[src/design/signed_integer_to_radix_text_assert.svh]
// Assertion macros used by the radix text converter datapath.
`ifndef SIGNED_INTEGER_TO_RADIX_TEXT_ASSERT_SVH
`define SIGNED_INTEGER_TO_RADIX_TEXT_ASSERT_SVH

// Same-cycle implication, sampled on clk, off while rst is high.
`define SITRT_ASSERT_SAME(label, ante, cons, msg) \
  label: assert property (@(posedge clk) disable iff (rst) (ante) |-> (cons)) \
    else $error(msg);

// Next-cycle implication, sampled on clk, off while rst is high.
`define SITRT_ASSERT_NEXT(label, ante, cons, msg) \
  label: assert property (@(posedge clk) disable iff (rst) (ante) |=> (cons)) \
    else $error(msg);

`endif

[src/design/sitrt_pkg.sv]
// Shared constants, types and microcode table of the radix text converter.
package sitrt_pkg;

  localparam int NUMBER_WIDTH = 32;
  localparam int MAX_SYMBOLS  = 32;
  localparam int SYM_W        = 8;
  localparam int RADIX_W      = 6;
  localparam int DIGIT_W      = $clog2(MAX_SYMBOLS);
  localparam int SYM_GRP_W    = $clog2(MAX_SYMBOLS / 8);
  localparam int STACK_DEPTH  = NUMBER_WIDTH;
  localparam int STACK_AW     = $clog2(STACK_DEPTH);
  localparam int COUNT_W      = STACK_AW + 1;
  localparam int NUM_BYTES    = NUMBER_WIDTH / 8;
  localparam int BYTE_IDX_W   = (NUM_BYTES > 1) ? $clog2(NUM_BYTES) : 1;
  localparam int CFG_IDX_W    = 3;
  localparam int CFG_DATA_W   = 64;
  localparam int PC_W         = 4;

  // Register indexes
  localparam logic [CFG_IDX_W-1:0] CFG_RADIX     = CFG_IDX_W'(0);
  localparam logic [CFG_IDX_W-1:0] CFG_SYM_FIRST = CFG_IDX_W'(1);
  localparam logic [CFG_IDX_W-1:0] CFG_SYM_LAST  = CFG_IDX_W'(4);

  // Characters
  localparam logic [SYM_W-1:0] CH_NUL   = 8'h00;
  localparam logic [SYM_W-1:0] CH_TAB   = 8'h09;
  localparam logic [SYM_W-1:0] CH_CR    = 8'h0D;
  localparam logic [SYM_W-1:0] CH_SPACE = 8'h20;
  localparam logic [SYM_W-1:0] CH_PLUS  = 8'h2B;
  localparam logic [SYM_W-1:0] CH_MINUS = 8'h2D;

  typedef enum logic [3:0] {
    OP_NOP,
    OP_LOAD,
    OP_CHK_START,
    OP_CHK_STEP,
    OP_DIV_START,
    OP_DIV_STEP,
    OP_PUSH,
    OP_EMIT_SIGN,
    OP_EMIT_DIGIT
  } op_t;

  typedef enum logic [3:0] {
    C_NEXT,
    C_ALWAYS,
    C_NO_REQ,
    C_CHECKED,
    C_CHK_MORE,
    C_INVALID,
    C_DIV_MORE,
    C_Q_MORE,
    C_POSITIVE,
    C_OUT_FULL,
    C_EMIT_MORE
  } cond_t;

  typedef struct packed {
    op_t             op;
    cond_t           cond;
    logic [PC_W-1:0] target;
  } ucode_t;

  typedef struct packed {
    logic req;
    logic checked;
    logic cfg_ok;
    logic chk_more;
    logic div_more;
    logic q_more;
    logic negative;
    logic out_full;
    logic last_digit;
  } stat_t;

  localparam logic [PC_W-1:0] PC_IDLE       = PC_W'(0);
  localparam logic [PC_W-1:0] PC_CFG_TEST   = PC_W'(1);
  localparam logic [PC_W-1:0] PC_CHK_START  = PC_W'(2);
  localparam logic [PC_W-1:0] PC_CHK_LOOP   = PC_W'(3);
  localparam logic [PC_W-1:0] PC_VALID_TEST = PC_W'(4);
  localparam logic [PC_W-1:0] PC_DIGIT      = PC_W'(5);
  localparam logic [PC_W-1:0] PC_DIV_LOOP   = PC_W'(6);
  localparam logic [PC_W-1:0] PC_PUSH       = PC_W'(7);
  localparam logic [PC_W-1:0] PC_SIGN_TEST  = PC_W'(8);
  localparam logic [PC_W-1:0] PC_SIGN       = PC_W'(9);
  localparam logic [PC_W-1:0] PC_EMIT       = PC_W'(10);
  localparam logic [PC_W-1:0] PC_DONE       = PC_W'(11);

  // Jump to target when cond holds, else fall through to the next step.
  localparam ucode_t UCODE [2**PC_W] = '{
    '{OP_LOAD,       C_NO_REQ,    PC_IDLE},       // wait for a request
    '{OP_NOP,        C_CHECKED,   PC_VALID_TEST}, // symbol set already checked
    '{OP_CHK_START,  C_NEXT,      PC_IDLE},
    '{OP_CHK_STEP,   C_CHK_MORE,  PC_CHK_LOOP},
    '{OP_NOP,        C_INVALID,   PC_IDLE},       // bad symbol set: drop
    '{OP_DIV_START,  C_NEXT,      PC_IDLE},
    '{OP_DIV_STEP,   C_DIV_MORE,  PC_DIV_LOOP},   // one quotient byte per pass
    '{OP_PUSH,       C_Q_MORE,    PC_DIGIT},
    '{OP_NOP,        C_POSITIVE,  PC_EMIT},       // also settles stack read
    '{OP_EMIT_SIGN,  C_OUT_FULL,  PC_SIGN},
    '{OP_EMIT_DIGIT, C_EMIT_MORE, PC_EMIT},
    '{OP_NOP,        C_ALWAYS,    PC_IDLE},
    '{OP_NOP,        C_ALWAYS,    PC_IDLE},
    '{OP_NOP,        C_ALWAYS,    PC_IDLE},
    '{OP_NOP,        C_ALWAYS,    PC_IDLE},
    '{OP_NOP,        C_ALWAYS,    PC_IDLE}
  };

  function automatic logic sym_forbidden(logic [SYM_W-1:0] c);
    return (c == CH_NUL) || (c == CH_PLUS) || (c == CH_MINUS) || (c == CH_SPACE) ||
           ((c >= CH_TAB) && (c <= CH_CR));
  endfunction

endpackage

[src/design/sitrt_ctrl.sv]
// Microcode sequencer: step counter, control store and jump condition logic.
module sitrt_ctrl (
  input  logic             clk,
  input  logic             rst,
  input  sitrt_pkg::stat_t stat,
  output sitrt_pkg::op_t   op,
  output logic             busy
);

  logic [sitrt_pkg::PC_W-1:0] pc;
  logic [sitrt_pkg::PC_W-1:0] pc_next;
  sitrt_pkg::ucode_t          uword;
  logic                       jump;

  assign uword = sitrt_pkg::UCODE[pc];
  assign op    = uword.op;
  assign busy  = (pc != sitrt_pkg::PC_IDLE);

  always_comb begin
    unique case (uword.cond)
      sitrt_pkg::C_NEXT:      jump = 1'b0;
      sitrt_pkg::C_ALWAYS:    jump = 1'b1;
      sitrt_pkg::C_NO_REQ:    jump = !stat.req;
      sitrt_pkg::C_CHECKED:   jump = stat.checked;
      sitrt_pkg::C_CHK_MORE:  jump = stat.chk_more;
      sitrt_pkg::C_INVALID:   jump = !stat.cfg_ok;
      sitrt_pkg::C_DIV_MORE:  jump = stat.div_more;
      sitrt_pkg::C_Q_MORE:    jump = stat.q_more;
      sitrt_pkg::C_POSITIVE:  jump = !stat.negative;
      sitrt_pkg::C_OUT_FULL:  jump = stat.out_full;
      sitrt_pkg::C_EMIT_MORE: jump = stat.out_full || !stat.last_digit;
      default:                jump = 1'b0;
    endcase
    pc_next = jump ? uword.target : pc + 1'b1;
  end

  always_ff @(posedge clk) begin
    if (rst) begin
      pc <= sitrt_pkg::PC_IDLE;
    end else begin
      pc <= pc_next;
    end
  end

endmodule

[src/design/sitrt_datapath.sv]
// Datapath: config registers, symbol-set check, digit divider, digit stack, output register.
`include "signed_integer_to_radix_text_assert.svh"

module sitrt_datapath (
  input  logic                                clk,
  input  logic                                rst,
  input  logic                                cfg_write,
  input  logic [sitrt_pkg::CFG_IDX_W-1:0]     cfg_index,
  input  logic [sitrt_pkg::CFG_DATA_W-1:0]    cfg_data,
  input  logic                                in_valid,
  input  logic signed [sitrt_pkg::NUMBER_WIDTH-1:0] number,
  input  logic                                out_stall,
  output logic                                out_valid,
  output logic [sitrt_pkg::SYM_W-1:0]         symbol,
  output logic                                last_symbol,
  input  sitrt_pkg::op_t                      op,
  output sitrt_pkg::stat_t                    stat
);

  logic [sitrt_pkg::RADIX_W-1:0]      radix;
  logic [sitrt_pkg::SYM_W-1:0]        syms [sitrt_pkg::MAX_SYMBOLS];
  logic [sitrt_pkg::SYM_GRP_W-1:0]    sym_grp;
  logic                               checked;
  logic                               cfg_ok;
  logic [sitrt_pkg::DIGIT_W-1:0]      chk_idx;
  logic                               dup;
  logic [sitrt_pkg::DIGIT_W-1:0]      sym_addr;
  logic [sitrt_pkg::SYM_W-1:0]        sym_sel;

  logic [sitrt_pkg::NUMBER_WIDTH-1:0] quotient;
  logic [sitrt_pkg::NUMBER_WIDTH-1:0] magnitude;
  logic                               negative;
  logic [sitrt_pkg::BYTE_IDX_W-1:0]   byte_idx;
  logic [sitrt_pkg::BYTE_IDX_W-1:0]   top_byte;
  logic [7:0]                         cur_byte;
  logic [7:0]                         new_byte;
  logic [sitrt_pkg::DIGIT_W-1:0]      rem;
  logic [sitrt_pkg::DIGIT_W-1:0]      div_rem;
  logic [sitrt_pkg::DIGIT_W:0]        div_trial;

  logic [sitrt_pkg::COUNT_W-1:0]      digit_count;
  logic [sitrt_pkg::COUNT_W-1:0]      digit_count_next;
  logic [sitrt_pkg::DIGIT_W-1:0]      digit_stack [sitrt_pkg::STACK_DEPTH];
  logic [sitrt_pkg::STACK_AW-1:0]     rd_addr;
  logic [sitrt_pkg::DIGIT_W-1:0]      rd_data;

  logic                               accept;
  logic                               out_free;
  logic                               emit;

  assign accept   = (op == sitrt_pkg::OP_LOAD) && in_valid;
  assign out_free = !out_valid || !out_stall;
  assign emit     = out_free &&
                    ((op == sitrt_pkg::OP_EMIT_SIGN) || (op == sitrt_pkg::OP_EMIT_DIGIT));
  assign sym_grp  = sitrt_pkg::SYM_GRP_W'(cfg_index - sitrt_pkg::CFG_SYM_FIRST);

  // The sym_sel read port is shared by the check pass and emission.
  assign sym_addr  = (op == sitrt_pkg::OP_CHK_STEP) ? chk_idx : rd_data;
  assign sym_sel   = syms[sym_addr];
  assign magnitude = number[sitrt_pkg::NUMBER_WIDTH-1] ? (~number + 1'b1) : number;

  // Duplicate: the symbol under test matches one at a lower digit.
  always_comb begin
    dup = 1'b0;
    for (int j = 0; j < sitrt_pkg::MAX_SYMBOLS; j++) begin
      if ((sitrt_pkg::DIGIT_W'(j) < chk_idx) && (syms[j] == sym_sel)) begin
        dup = 1'b1;
      end
    end
  end

  // Highest nonzero byte; the zero bytes above it divide to zero, remainder zero.
  always_comb begin
    top_byte = '0;
    for (int i = 1; i < sitrt_pkg::NUM_BYTES; i++) begin
      if (quotient[i*8 +: 8] != '0) begin
        top_byte = sitrt_pkg::BYTE_IDX_W'(i);
      end
    end
  end

  // Eight restoring steps of long division by the radix on one quotient byte.
  assign cur_byte = quotient[{byte_idx, 3'b000} +: 8];
  always_comb begin
    div_rem  = rem;
    new_byte = '0;
    div_trial = '0;
    for (int b = 7; b >= 0; b--) begin
      div_trial = {div_rem, cur_byte[b]};
      if (div_trial >= radix) begin
        div_rem     = sitrt_pkg::DIGIT_W'(div_trial - radix);
        new_byte[b] = 1'b1;
      end else begin
        div_rem     = sitrt_pkg::DIGIT_W'(div_trial);
      end
    end
  end

  always_comb begin
    digit_count_next = digit_count;
    if (accept) begin
      digit_count_next = '0;
    end else if (op == sitrt_pkg::OP_PUSH) begin
      digit_count_next = digit_count + 1'b1;
    end else if (emit && (op == sitrt_pkg::OP_EMIT_DIGIT)) begin
      digit_count_next = digit_count - 1'b1;
    end
  end

  // Stack read tracks the top of stack for the coming cycle.
  assign rd_addr = sitrt_pkg::STACK_AW'(digit_count_next - 1'b1);

  always_comb begin
    stat.req        = in_valid;
    stat.checked    = checked;
    stat.cfg_ok     = cfg_ok;
    stat.chk_more   = (chk_idx != sitrt_pkg::DIGIT_W'(sitrt_pkg::MAX_SYMBOLS - 1));
    stat.div_more   = (byte_idx != '0);
    stat.q_more     = (quotient != '0) &&
                      (digit_count != sitrt_pkg::COUNT_W'(sitrt_pkg::STACK_DEPTH - 1));
    stat.negative   = negative;
    stat.out_full   = !out_free;
    stat.last_digit = (digit_count == sitrt_pkg::COUNT_W'(1));
  end

  // Control state and configuration
  always_ff @(posedge clk) begin
    if (rst) begin
      radix       <= '0;
      checked     <= 1'b0;
      out_valid   <= 1'b0;
      digit_count <= '0;
      quotient    <= '0;
      for (int s = 0; s < sitrt_pkg::MAX_SYMBOLS; s++) begin
        syms[s] <= '0;
      end
    end else begin
      if (cfg_write) begin
        checked <= 1'b0;
        case (cfg_index) inside
          sitrt_pkg::CFG_RADIX: begin
            radix <= cfg_data[sitrt_pkg::RADIX_W-1:0];
          end
          [sitrt_pkg::CFG_SYM_FIRST:sitrt_pkg::CFG_SYM_LAST]: begin
            for (int k = 0; k < 8; k++) begin
              syms[{sym_grp, 3'(k)}] <= cfg_data[8*k +: 8];
            end
          end
          default: begin
          end
        endcase
      end
      if ((op == sitrt_pkg::OP_CHK_STEP) &&
          (chk_idx == sitrt_pkg::DIGIT_W'(sitrt_pkg::MAX_SYMBOLS - 1))) begin
        checked <= 1'b1;
      end
      if (emit) begin
        out_valid <= 1'b1;
      end else if (!out_stall) begin
        out_valid <= 1'b0;
      end
      digit_count <= digit_count_next;
      if (accept) begin
        quotient <= magnitude;
      end else if (op == sitrt_pkg::OP_DIV_STEP) begin
        quotient[{byte_idx, 3'b000} +: 8] <= new_byte;
      end
    end
  end

  // Check pass, divider and output payload
  always_ff @(posedge clk) begin
    case (op)
      sitrt_pkg::OP_LOAD: begin
        if (in_valid) begin
          negative <= number[sitrt_pkg::NUMBER_WIDTH-1];
        end
      end
      sitrt_pkg::OP_CHK_START: begin
        chk_idx <= '0;
        cfg_ok  <= (radix >= sitrt_pkg::RADIX_W'(2)) &&
                   (radix <= sitrt_pkg::RADIX_W'(sitrt_pkg::MAX_SYMBOLS));
      end
      sitrt_pkg::OP_CHK_STEP: begin
        if (sitrt_pkg::RADIX_W'(chk_idx) < radix) begin
          if (sitrt_pkg::sym_forbidden(sym_sel) || dup) begin
            cfg_ok <= 1'b0;
          end
        end
        chk_idx <= chk_idx + 1'b1;
      end
      sitrt_pkg::OP_DIV_START: begin
        rem      <= '0;
        byte_idx <= top_byte;
      end
      sitrt_pkg::OP_DIV_STEP: begin
        rem      <= div_rem;
        byte_idx <= byte_idx - 1'b1;
      end
      sitrt_pkg::OP_EMIT_SIGN: begin
        if (out_free) begin
          symbol      <= sitrt_pkg::CH_MINUS;
          last_symbol <= 1'b0;
        end
      end
      sitrt_pkg::OP_EMIT_DIGIT: begin
        if (out_free) begin
          symbol      <= sym_sel;
          last_symbol <= (digit_count == sitrt_pkg::COUNT_W'(1));
        end
      end
      default: begin
      end
    endcase
  end

  // Digit stack memory; a read in the cycle of a push returns old data,
  // the sign-test step after the last push gives the read time to settle.
  always_ff @(posedge clk) begin
    if (op == sitrt_pkg::OP_PUSH) begin
      digit_stack[digit_count[sitrt_pkg::STACK_AW-1:0]] <= rem;
    end
    rd_data <= digit_stack[rd_addr];
  end

  `SITRT_ASSERT_SAME(a_push_fits, op == sitrt_pkg::OP_PUSH, digit_count < sitrt_pkg::COUNT_W'(sitrt_pkg::STACK_DEPTH), "digit stack overflow")
  `SITRT_ASSERT_SAME(a_emit_has_digit, op == sitrt_pkg::OP_EMIT_DIGIT, digit_count != '0, "digit emitted from empty stack")
  `SITRT_ASSERT_NEXT(a_rem_below_radix, op == sitrt_pkg::OP_DIV_STEP, sitrt_pkg::RADIX_W'(rem) < radix, "division remainder not below radix")

endmodule

[src/design/signed_integer_to_radix_text.sv]
// Top level: signed integer to text in a configurable radix.
// Usage:
//   A request on number (valid/stall) carries one signed 32-bit value. The block
//   returns its text one symbol per output request, most significant digit
//   first, a '-' first for negatives, last_symbol set on the final symbol.
//   The radix and its symbols come from the write port (index 0 radix, 1..4 eight
//   symbols each). With a bad radix or symbol set a request is taken and yields nothing.
// Timing:
//   in_stall is low only while the sequencer idles; one request is in work at a time.
//   Per request: setup, then per digit a divider start, one divider pass per
//   quotient byte (1 to 4) up to its highest nonzero one, and a push, then one
//   output symbol per cycle while out_stall is low. The first request after reset
//   or any config write adds a symbol-set check.
//   First symbol appears after the digits are all produced.
// Reset (rst, synchronous): radix, symbol set, digit count and quotient go to zero
//   (symbol set invalid), the output register empties and the sequencer returns to idle.
// Stall: the output register holds its symbol while out_stall is high; the
//   sequencer waits at the emit step, and a new request is taken once the last
//   symbol is loaded even if it has not yet been taken.
module signed_integer_to_radix_text (
  input  logic                                      clk,
  input  logic                                      rst,
  input  logic                                      cfg_write,
  input  logic [sitrt_pkg::CFG_IDX_W-1:0]           cfg_index,
  input  logic [sitrt_pkg::CFG_DATA_W-1:0]          cfg_data,
  input  logic                                      in_valid,
  output logic                                      in_stall,
  input  logic signed [sitrt_pkg::NUMBER_WIDTH-1:0] number,
  output logic                                      out_valid,
  input  logic                                      out_stall,
  output logic [sitrt_pkg::SYM_W-1:0]               symbol,
  output logic                                      last_symbol
);

  sitrt_pkg::stat_t stat;
  sitrt_pkg::op_t   op;
  logic             busy;

  assign in_stall = busy;

  sitrt_ctrl u_ctrl (
    .clk  (clk),
    .rst  (rst),
    .stat (stat),
    .op   (op),
    .busy (busy)
  );

  sitrt_datapath u_datapath (
    .clk         (clk),
    .rst         (rst),
    .cfg_write   (cfg_write),
    .cfg_index   (cfg_index),
    .cfg_data    (cfg_data),
    .in_valid    (in_valid),
    .number      (number),
    .out_stall   (out_stall),
    .out_valid   (out_valid),
    .symbol      (symbol),
    .last_symbol (last_symbol),
    .op          (op),
    .stat        (stat)
  );

endmodule
[config.mk]
export PLATFORM = sky130hd
export DESIGN_NAME = signed_integer_to_radix_text
export DESIGN_NICKNAME = d
export VERILOG_FILES = /design/src/design/sitrt_pkg.sv /design/src/design/sitrt_ctrl.sv /design/src/design/sitrt_datapath.sv /design/src/design/signed_integer_to_radix_text.sv
export VERILOG_INCLUDE_DIRS = /design/src /design/src/design
export SDC_FILE = /design/constraint.sdc
export NUM_CORES = 1
export LEC_CHECK = 0
export ABC_CLOCK_PERIOD_IN_PS = 19920
export BUFFER_PORTS_ARGS = -buffer_cell sky130_fd_sc_hd__clkbuf_2
export CAP_MARGIN = 10
export CORE_MARGIN = 8
export CORE_UTILIZATION = 63
export CTS_CLUSTER_SIZE = 10
export DETAILED_ROUTE_END_ITERATION = 10
export GPL_TIMING_DRIVEN = 0
export PLACE_DENSITY = 0.81
export REMOVE_ABC_BUFFERS = 1
export SYNTH_ARGS = -nofsm -noshare
export SYNTH_HDL_FRONTEND = slang
export SYNTH_HIERARCHICAL = 1
export SYNTH_SLANG_ARGS = --single-unit
[constraint.sdc]
create_clock -name clk -period 19.92 [get_ports clk]
set_input_delay 5.976 -clock clk [delete_from_list [all_inputs] [get_ports clk]]
set_output_delay 5.976 -clock clk [all_outputs]
set_load 0.02 [all_outputs]
Word level (Yosys, flattened, before mapping)
Memories as Yosys holds them, arrays and structs flattened. A register that Yosys moved wholly into a read port is not among the register bits.
Cells that the tools add are included.
- equality and inequality tests: 62
- shifts and indexed selects: 3
- bitwise operators: 2
- order comparisons: 48
- div/mod/pow operators: 0
- add/sub/neg operators: 17
- multipliers: 0
- multiplexer cells: 112
- reductions and logical operators: 80
- operators by type and width (cell ; count):
    8-bit equality test ; 32
    32-bit 2-to-1 mux ; 3
    5-bit 2-to-1 mux ; 17
    5-bit < comparator (first input constant) ; 16
    8-bit 2-to-1 mux ; 10
    1-bit 2-to-1 mux ; 66
    8-bit OR reduction ; 8
    6-bit >= comparator ; 8
    1-bit logical AND ; 40
    4-bit by 5-bit < comparator with 1-bit output (first input constant) ; 8
    5-bit subtractor ; 8
    32-bit by 1-bit adder with 32-bit output (second input constant) ; 1
    32-bit bitwise mux ; 1
    4-bit by 3-bit equality test with 1-bit output (second input constant) ; 8
    32-bit inverter ; 1
    32-bit nonzero test ; 1
    8-bit by 7-bit variable shift with 32-bit output (first input constant) ; 1
    32-bit by 6-bit indexed part select with 8-bit output ; 1
    8-bit by 7-bit indexed part select with 32-bit output ; 1
    8-bit by 6-bit equality test with 1-bit output (second input constant) ; 3
    12-bit 2-to-1 mux ; 2
    8-bit nonzero test ; 3
    3-bit by 5-bit < comparator with 1-bit output (first input constant) ; 4
    5-bit case mux with 2 select lines ; 2
    42 further kinds ; 79
- RAM bits: 416
- input bits: 104
- ROM bits: 192
- output and inout port bits: 11
- bits in latches: 0
- logic and storage cells: 340
- bits in registers: 73
- memories kept: 3
- memories (name ; words ; width ; read ports ; clocked after memory_dff ; wr ports ; line ; text):
    u_datapath.syms ; 32 ; 8 ; 33 ; 0 ; 32 ; sitrt_datapath.sv:21 ; logic [sitrt_pkg::SYM_W-1:0] syms [sitrt_pkg::MAX_SYMBOLS];
    (no name shown) ; 16 ; 12 ; 1 ; 0 ; 0 ; sitrt_ctrl.sv:15 ; assign uword = sitrt_pkg::UCODE[pc];
    u_datapath.digit_stack ; 32 ; 5 ; 1 ; 1 ; 1 ; sitrt_datapath.sv:43 ; logic [sitrt_pkg::DIGIT_W-1:0] digit_stack [sitrt_pkg::STACK_DEPTH];

Longest topological paths before layout
An unclocked memory read counts as a cell.
- depth after elaboration: 45
- gate-level depth with buffers: 74
- gate-level depth less buffers: 69

Hierarchy
The synthesis kept the hierarchy.
- by module, submodules not included (module ; cells each ; area an instance (um^2) ; seq. area each (um^2) ; instances):
    sitrt_datapath ; 2734 ; 29520.8 ; 14203.6 ; 1
    sitrt_ctrl ; 85 ; 680.7 ; 80.1 ; 1

Worst setup path after synthesis
Ideal clock, no wire load.
- path type: register to register
- start point: reg u_datapath/byte_idx[1] in the netlist's numbering
- end point: reg u_datapath/rem[1] in the netlist's numbering, data pin
- data required time: 19.662 ns
- library setup time: 0.258 ns
- arrival: 13.957 ns
- path buffers: 5
- clock period less this slack: 14.215 ns
- path slack: 5.705 ns
- cell stages (with the launch flop): 65
- path through: edfxtp_1 buf_1 mux2i_1 nand2_1 o21ai_0 ha_1 inv_1 fa_1 a21o_1 a21oi_1 o21ai_0 a21oi_1 mux2_2 fa_1 inv_1 a21o_1 a21oi_1 a21boi_0 (+29 left out) and4_1 a221o_1 a21oi_1 mux2_2 ha_1 and3_1 a31oi_1 o21ai_0 a21oi_1 o21ai_0 fa_1 a21o_1 a21oi_1 o21ai_0 a21oi_1 clkbuf_1 mux2i_1 nor2_1
- longest elaborated chain between the ends: 18
- elaborated cells between the ends (all ways): 26
- those cells by class: add/sub (8); order compare (8); shift (1); mux (9)
- RTL lines (what ; line ; text):
    start, declared ; sitrt_datapath.sv:33 ; logic [sitrt_pkg::BYTE_IDX_W-1:0] byte_idx;
    start signal, assigned ; sitrt_datapath.sv:194 ; byte_idx <= top_byte;
    start signal, assigned ; sitrt_datapath.sv:198 ; byte_idx <= byte_idx - 1'b1;
    32-bit by 6-bit indexed part select with 8-bit output * ; sitrt_datapath.sv:83 ; assign cur_byte = quotient[{byte_idx, 3'b000} +: 8];
    5-bit subtractor or 6-bit >= comparator (tied branches) ; sitrt_datapath.sv:91, sitrt_datapath.sv:90 ;
    5-bit 2-to-1 mux ; sitrt_datapath.sv:90 ; if (div_trial >= radix) begin
    5-bit subtractor or 6-bit >= comparator (tied branches) ; sitrt_datapath.sv:91, sitrt_datapath.sv:90 ;
    5-bit 2-to-1 mux ; sitrt_datapath.sv:90 ;
    5-bit subtractor or 6-bit >= comparator (tied branches) ; sitrt_datapath.sv:91, sitrt_datapath.sv:90 ;
    5-bit 2-to-1 mux ; sitrt_datapath.sv:90 ;
    5-bit subtractor or 6-bit >= comparator (tied branches) ; sitrt_datapath.sv:91, sitrt_datapath.sv:90 ;
    (+2 left out) ; -- ;
    5-bit 2-to-1 mux ; sitrt_datapath.sv:90 ;
    6-bit >= comparator or 5-bit subtractor (tied branches) ; sitrt_datapath.sv:90, sitrt_datapath.sv:91 ;
    5-bit 2-to-1 mux ; sitrt_datapath.sv:90 ;
    6-bit >= comparator or 5-bit subtractor (tied branches) ; sitrt_datapath.sv:90, sitrt_datapath.sv:91 ;
    5-bit 2-to-1 mux ; sitrt_datapath.sv:90 ;
    5-bit subtractor or 6-bit >= comparator (tied branches) ; sitrt_datapath.sv:91, sitrt_datapath.sv:90 ;
    5-bit 2-to-1 mux * ; sitrt_datapath.sv:90 ;
    5-bit case mux with 2 select lines * ; sitrt_datapath.sv:173 ; case (op)
    end signal, assigned ; sitrt_datapath.sv:197 ; rem <= div_rem;
    end, declared ; sitrt_datapath.sv:37 ; logic [sitrt_pkg::DIGIT_W-1:0] rem;
Mark *: on every way between the ends. The rest lies on a longest branch, timed or not.
A chain may end at the register's enable or synchronous reset.

Final worst setup path
- start point: reg u_datapath/byte_idx[1] in the netlist's numbering
- end point: reg u_datapath/quotient[8] in the netlist's numbering
- longest elaborated chain between the ends: 21
- elaborated cells between the ends (all ways): 37
- those cells by class: add/sub (8); order compare (8); shift (3); mux (18)
- RTL lines (what ; line ; text):
    32-bit by 6-bit indexed part select with 8-bit output ; sitrt_datapath.sv:83 ;
    5-bit subtractor or 6-bit >= comparator (tied branches) ; sitrt_datapath.sv:91, sitrt_datapath.sv:90 ;
    5-bit 2-to-1 mux ; sitrt_datapath.sv:90 ;
    5-bit subtractor or 6-bit >= comparator (tied branches) ; sitrt_datapath.sv:91, sitrt_datapath.sv:90 ;
    5-bit 2-to-1 mux ; sitrt_datapath.sv:90 ;
    5-bit subtractor or 6-bit >= comparator (tied branches) ; sitrt_datapath.sv:91, sitrt_datapath.sv:90 ;
    5-bit 2-to-1 mux ; sitrt_datapath.sv:90 ;
    5-bit subtractor or 6-bit >= comparator (tied branches) ; sitrt_datapath.sv:91, sitrt_datapath.sv:90 ;
    (+5 left out) ; -- ;
    5-bit subtractor or 6-bit >= comparator (tied branches) ; sitrt_datapath.sv:91, sitrt_datapath.sv:90 ;
    5-bit 2-to-1 mux ; sitrt_datapath.sv:90 ;
    6-bit >= comparator ; sitrt_datapath.sv:90 ;
    1-bit 2-to-1 mux ; sitrt_datapath.sv:90 ;
    8-bit by 7-bit indexed part select with 32-bit output ; sitrt_datapath.sv:166 ; quotient[{byte_idx, 3'b000} +: 8] <= new_byte;
    32-bit bitwise mux * ; sitrt_datapath.sv:166 ;
    32-bit 2-to-1 mux * ; sitrt_datapath.sv:165 ; end else if (op == sitrt_pkg::OP_DIV_STEP) begin
    32-bit 2-to-1 mux * ; sitrt_datapath.sv:163 ; if (accept) begin
    end signal, assigned ; sitrt_datapath.sv:164 ; quotient <= magnitude;
    end signal, assigned by index ; sitrt_datapath.sv:166 ;
    end, declared ; sitrt_datapath.sv:30 ; logic [sitrt_pkg::NUMBER_WIDTH-1:0] quotient;
Mark *: on every way between the ends. The rest lies on a longest branch, timed or not. The select of a mux whose other input is x is not followed.

==> summary.md <==
| Metric | Value |
|---|---|
| PortBufs | 114 |
| Die width | 235 um |
| Register area share after synthesis | 0.473 |
| CTS H-tree lvls | 2 |
| Reg2Reg Depth | 59 |
| Share of the synthesized area in the top cell type | 0.436 |
| Hold WC Path Type | flop to flop |
| Die area | 55,200 um^2 |
| Number of synthesized flops with an enable pin | 439 |
| Total grt overflow | 0 |
| FFs w/ async S/R, synth | 0 |
| Crit-path max cell delay | 0.81 ns |
| Seq cells post-synth | 494 |
| Area grow syn2layout | 10.6% |
| Post_cts resized | 0 |
| Critical-path top delay cell | edfxtp_1 |
| CTS Buf Count | 57 |
| Post-route ant nets | 0 |
| Max Buffers Root-to-Sink | 3 |
| Mapped Cells | 2,819 |
| Crit path kind | flop to flop |
| Fill cells | 3,387 |
| Detailed Routing Iterations Pass 1 | 6 |
| Crit path DAT | 17.79 ns |
| Post-synthesis cell area | 30,200 um^2 |
| R2R setup slack | 2.54 ns |
| Synth top cells by count | edfxtp_1 (439), and2_1 (310), nand2_1 (218) |
| Final Max Tran Viols | 0 |
| Critical R2R Capture | u_datapath/quotient[8]$_SDFFE_PP0P_ |
| Number of global-route vias before repair | 22,900 |
| CP Data Required Time | 20.33 ns |
| CTS tree | done |
| Worst setup margin | 2.54 ns |
| Placement Setup Slack | 3.10 ns |
| Measured slew at the worst slew-check pin | 1.32 ns |
| Hold depth | 2 |
| Total core area | 47,500 um^2 |
| Wire length per cell | 27.4 um |
| Drt drc | 0 |
| Main synth FF type | edfxtp_1 |
| Row count | 80 |
| Final #Nets | 3,044 |
| Register clock-pin slew on the reported worst setup and hold paths | 0.06 ns |
| Period utilisation layout | 0.872 |
| Wire length of the first global-routing pass | 142,000 um |
| Routed WL | 96,300 um |
| Post-route cell area | 33,400 um^2 |
| TNS Setup | 0 ns |
| Reg-to-Reg Start | u_datapath/byte_idx[1]$_DFFE_PP_ |
| Hold Vio Cnt, Final | 0 |
| Startpoint types | flop |
| Max_cap viols | 0 |
| Leading area contributor after synthesis | edfxtp_1 |
| YS warnings | 6 |
| Storage cell area | 14,300 um^2 |
| Routed via count | 24,100 |
| Final min period | 17.38 ns |
| Root Buffer Master | clkbuf_16 |
| Final GP Congestion | 0.977 |
| CTS sink count | 494 |
| Main area contributors after synthesis | edfxtp_1 (44%), and2_1 (6.4%), mux2i_1 (5.0%) |
| Multi-input logic area | 14,900 um^2 |
| I/O Pins | 115 |
| Clock skew | 0.0650 ns |
| Initial drt markers | 3,869 |
| Status | complete, no violations |
| Netlist cell types | 85 |
| Critical Path Sink Type | flop |
| Total setup buffers inserted after CTS | 0 |
| Final core occ | 0.703 |
| Vert. Die Dim | 235 um |
| Layout cells sized above 1 | 0.114 |
| Post-DP HPWL | 68,600 um |
| # setup viols final | 0 |
| DR vias/cell | 6.84 |
| Placed Area | 31,600 um^2 |
| CP max FO | 14 |
| Hold Path Origin | u_datapath/quotient[16]$_SDFFE_PP0P_ |
| RSZ-0062 raised after global routing | no |
| CTS Hold Buffers Added | 0 |
| Tot GR Track Use | 0.334 |
| Count leader, synth | edfxtp_1 |
| Max Freq | 57.6 MHz |
| Slew HR | 0.120 |
| Initial Util | 0.635 |
| Antenna violations before repair | 6 |
| Worst-Skew Late Latency | 0.66 ns |
| Largest net degree at the start of global routing | 84 |
| Worst Hold End | u_datapath/quotient[16]$_SDFFE_PP0P_ |
| Mean Syn Cell Area | 10.7 um^2 |
-- placed cells by master (no fill, tap or decap), types with 73 or more instances in the layout --
master      n
a21oi_1    95
clkbuf_2  114
nor2_1    183
a211oi_1   93
edfxtp_1  439
xnor2_1   153
mux2i_1   150
nand2_1   218
xor2_1    121
and2_1    310
ha_1       73
-- sequential cells by signal, summed over array words and instances (netlist names) --
register,cells
u_ctrl/pc,4
u_datapath/byte_idx,2
u_datapath/cfg_ok,1
u_datapath/checked,1
u_datapath/chk_idx,5
u_datapath/digit_count,6
u_datapath/digit_stack,160
u_datapath/last_symbol,1
u_datapath/negative,1
u_datapath/out_valid,1
u_datapath/quotient,32
u_datapath/radix,6
u_datapath/rd_data,5
u_datapath/rem,5
u_datapath/symbol,8
u_datapath/syms,256
-- worst max path at each step --
| stage | slack, ns | to | startpoint | depth (start not counted) |
|---|---|---|---|---|
| 3_5_place_dp | 3.10 | u_datapath/quotient[8]$_SDFFE_PP0P_ | u_datapath/byte_idx[1]$_DFFE_PP_ | 60 |
| 6_report | 2.54 | u_datapath/quotient[8]$_SDFFE_PP0P_ | u_datapath/byte_idx[1]$_DFFE_PP_ | 59 |
| 5_1_grt | 1.32 | u_datapath/quotient[8]$_SDFFE_PP0P_ | u_datapath/byte_idx[1]$_DFFE_PP_ | 60 |
| 4_1_cts | 2.91 | u_datapath/quotient[8]$_SDFFE_PP0P_ | u_datapath/byte_idx[1]$_DFFE_PP_ | 60 |
| 2_1_floorplan | 6.03 | u_datapath/quotient[24]$_SDFFE_PP0P_ | u_datapath/byte_idx[1]$_DFFE_PP_ | 60 |
| 3_3_place_gp | -0.23 | u_datapath/cfg_ok$_SDFFCE_PP0P_ | u_ctrl/pc[0]$_SDFF_PP0_ | 16 |
-- metal layers --
layer / vias to the layer above / wire length, um / part of all wire / track usage
met5: - / 0 / 0 / 0
met4: 0 / 3160 / 0.033 / 0.110
met3: 223 / 12100 / 0.13 / 0.0790
met2: 1632 / 41700 / 0.43 / 0.499
met1: 11800 / 39400 / 0.41 / 0.477
li1: 10500 / - / - / -
-- worst max-delay path, delay by kind of cell (launching register included) --
family / cells / cell delay [ns]
AOI/OAI and AO/OA: 37 / 10.16
adders and majority gates: 9 / 3.12
buffers and inverters: 2 / 0.16
DFF: 1 / 0.81
muxes: 4 / 1.51
and+or+nand+nor: 7 / 1.41
-- cell families after synthesis --
group                      Yosys count  synth area share
AOI/OAI and AO/OA                  514             0.120
xor gates and xnor gates           277            0.0803
DFF                                494             0.473
buffers and inverters              256            0.0401
adders and majority gates           81            0.0355
and+or+nand+nor                    990             0.173
muxes                              207            0.0781
-- area by class of cell --
| cell class | count | area share |
|---|---|---|
| well taps | 615 | 0.0230 |
| repair buffers | 168 | 0.0448 |
| flip-flops and latches | 494 | 0.428 |
| multi-input cells | 2069 | 0.445 |
| clock inverters | 7 | 0.00397 |
| diodes | 5 | 0.000375 |
| clock buffers | 93 | 0.0476 |
| inverters | 69 | 0.00775 |
-- through the flow --
| stage | hold slack, ns | instances |
|---|---|---|
| floorplan | 0.477 | 2632 |
| global placement | 0.504 | 3361 |
| detailed placement | 0.506 | 3410 |
| CTS | 0.511 | 3510 |
| global route | 0.536 | 3519 |
| finish | 0.517 | 3520 |
Power is left out: the tool's default activity adds up to more than one toggle a clock period on the data nets, which glitch-free logic cannot reach.
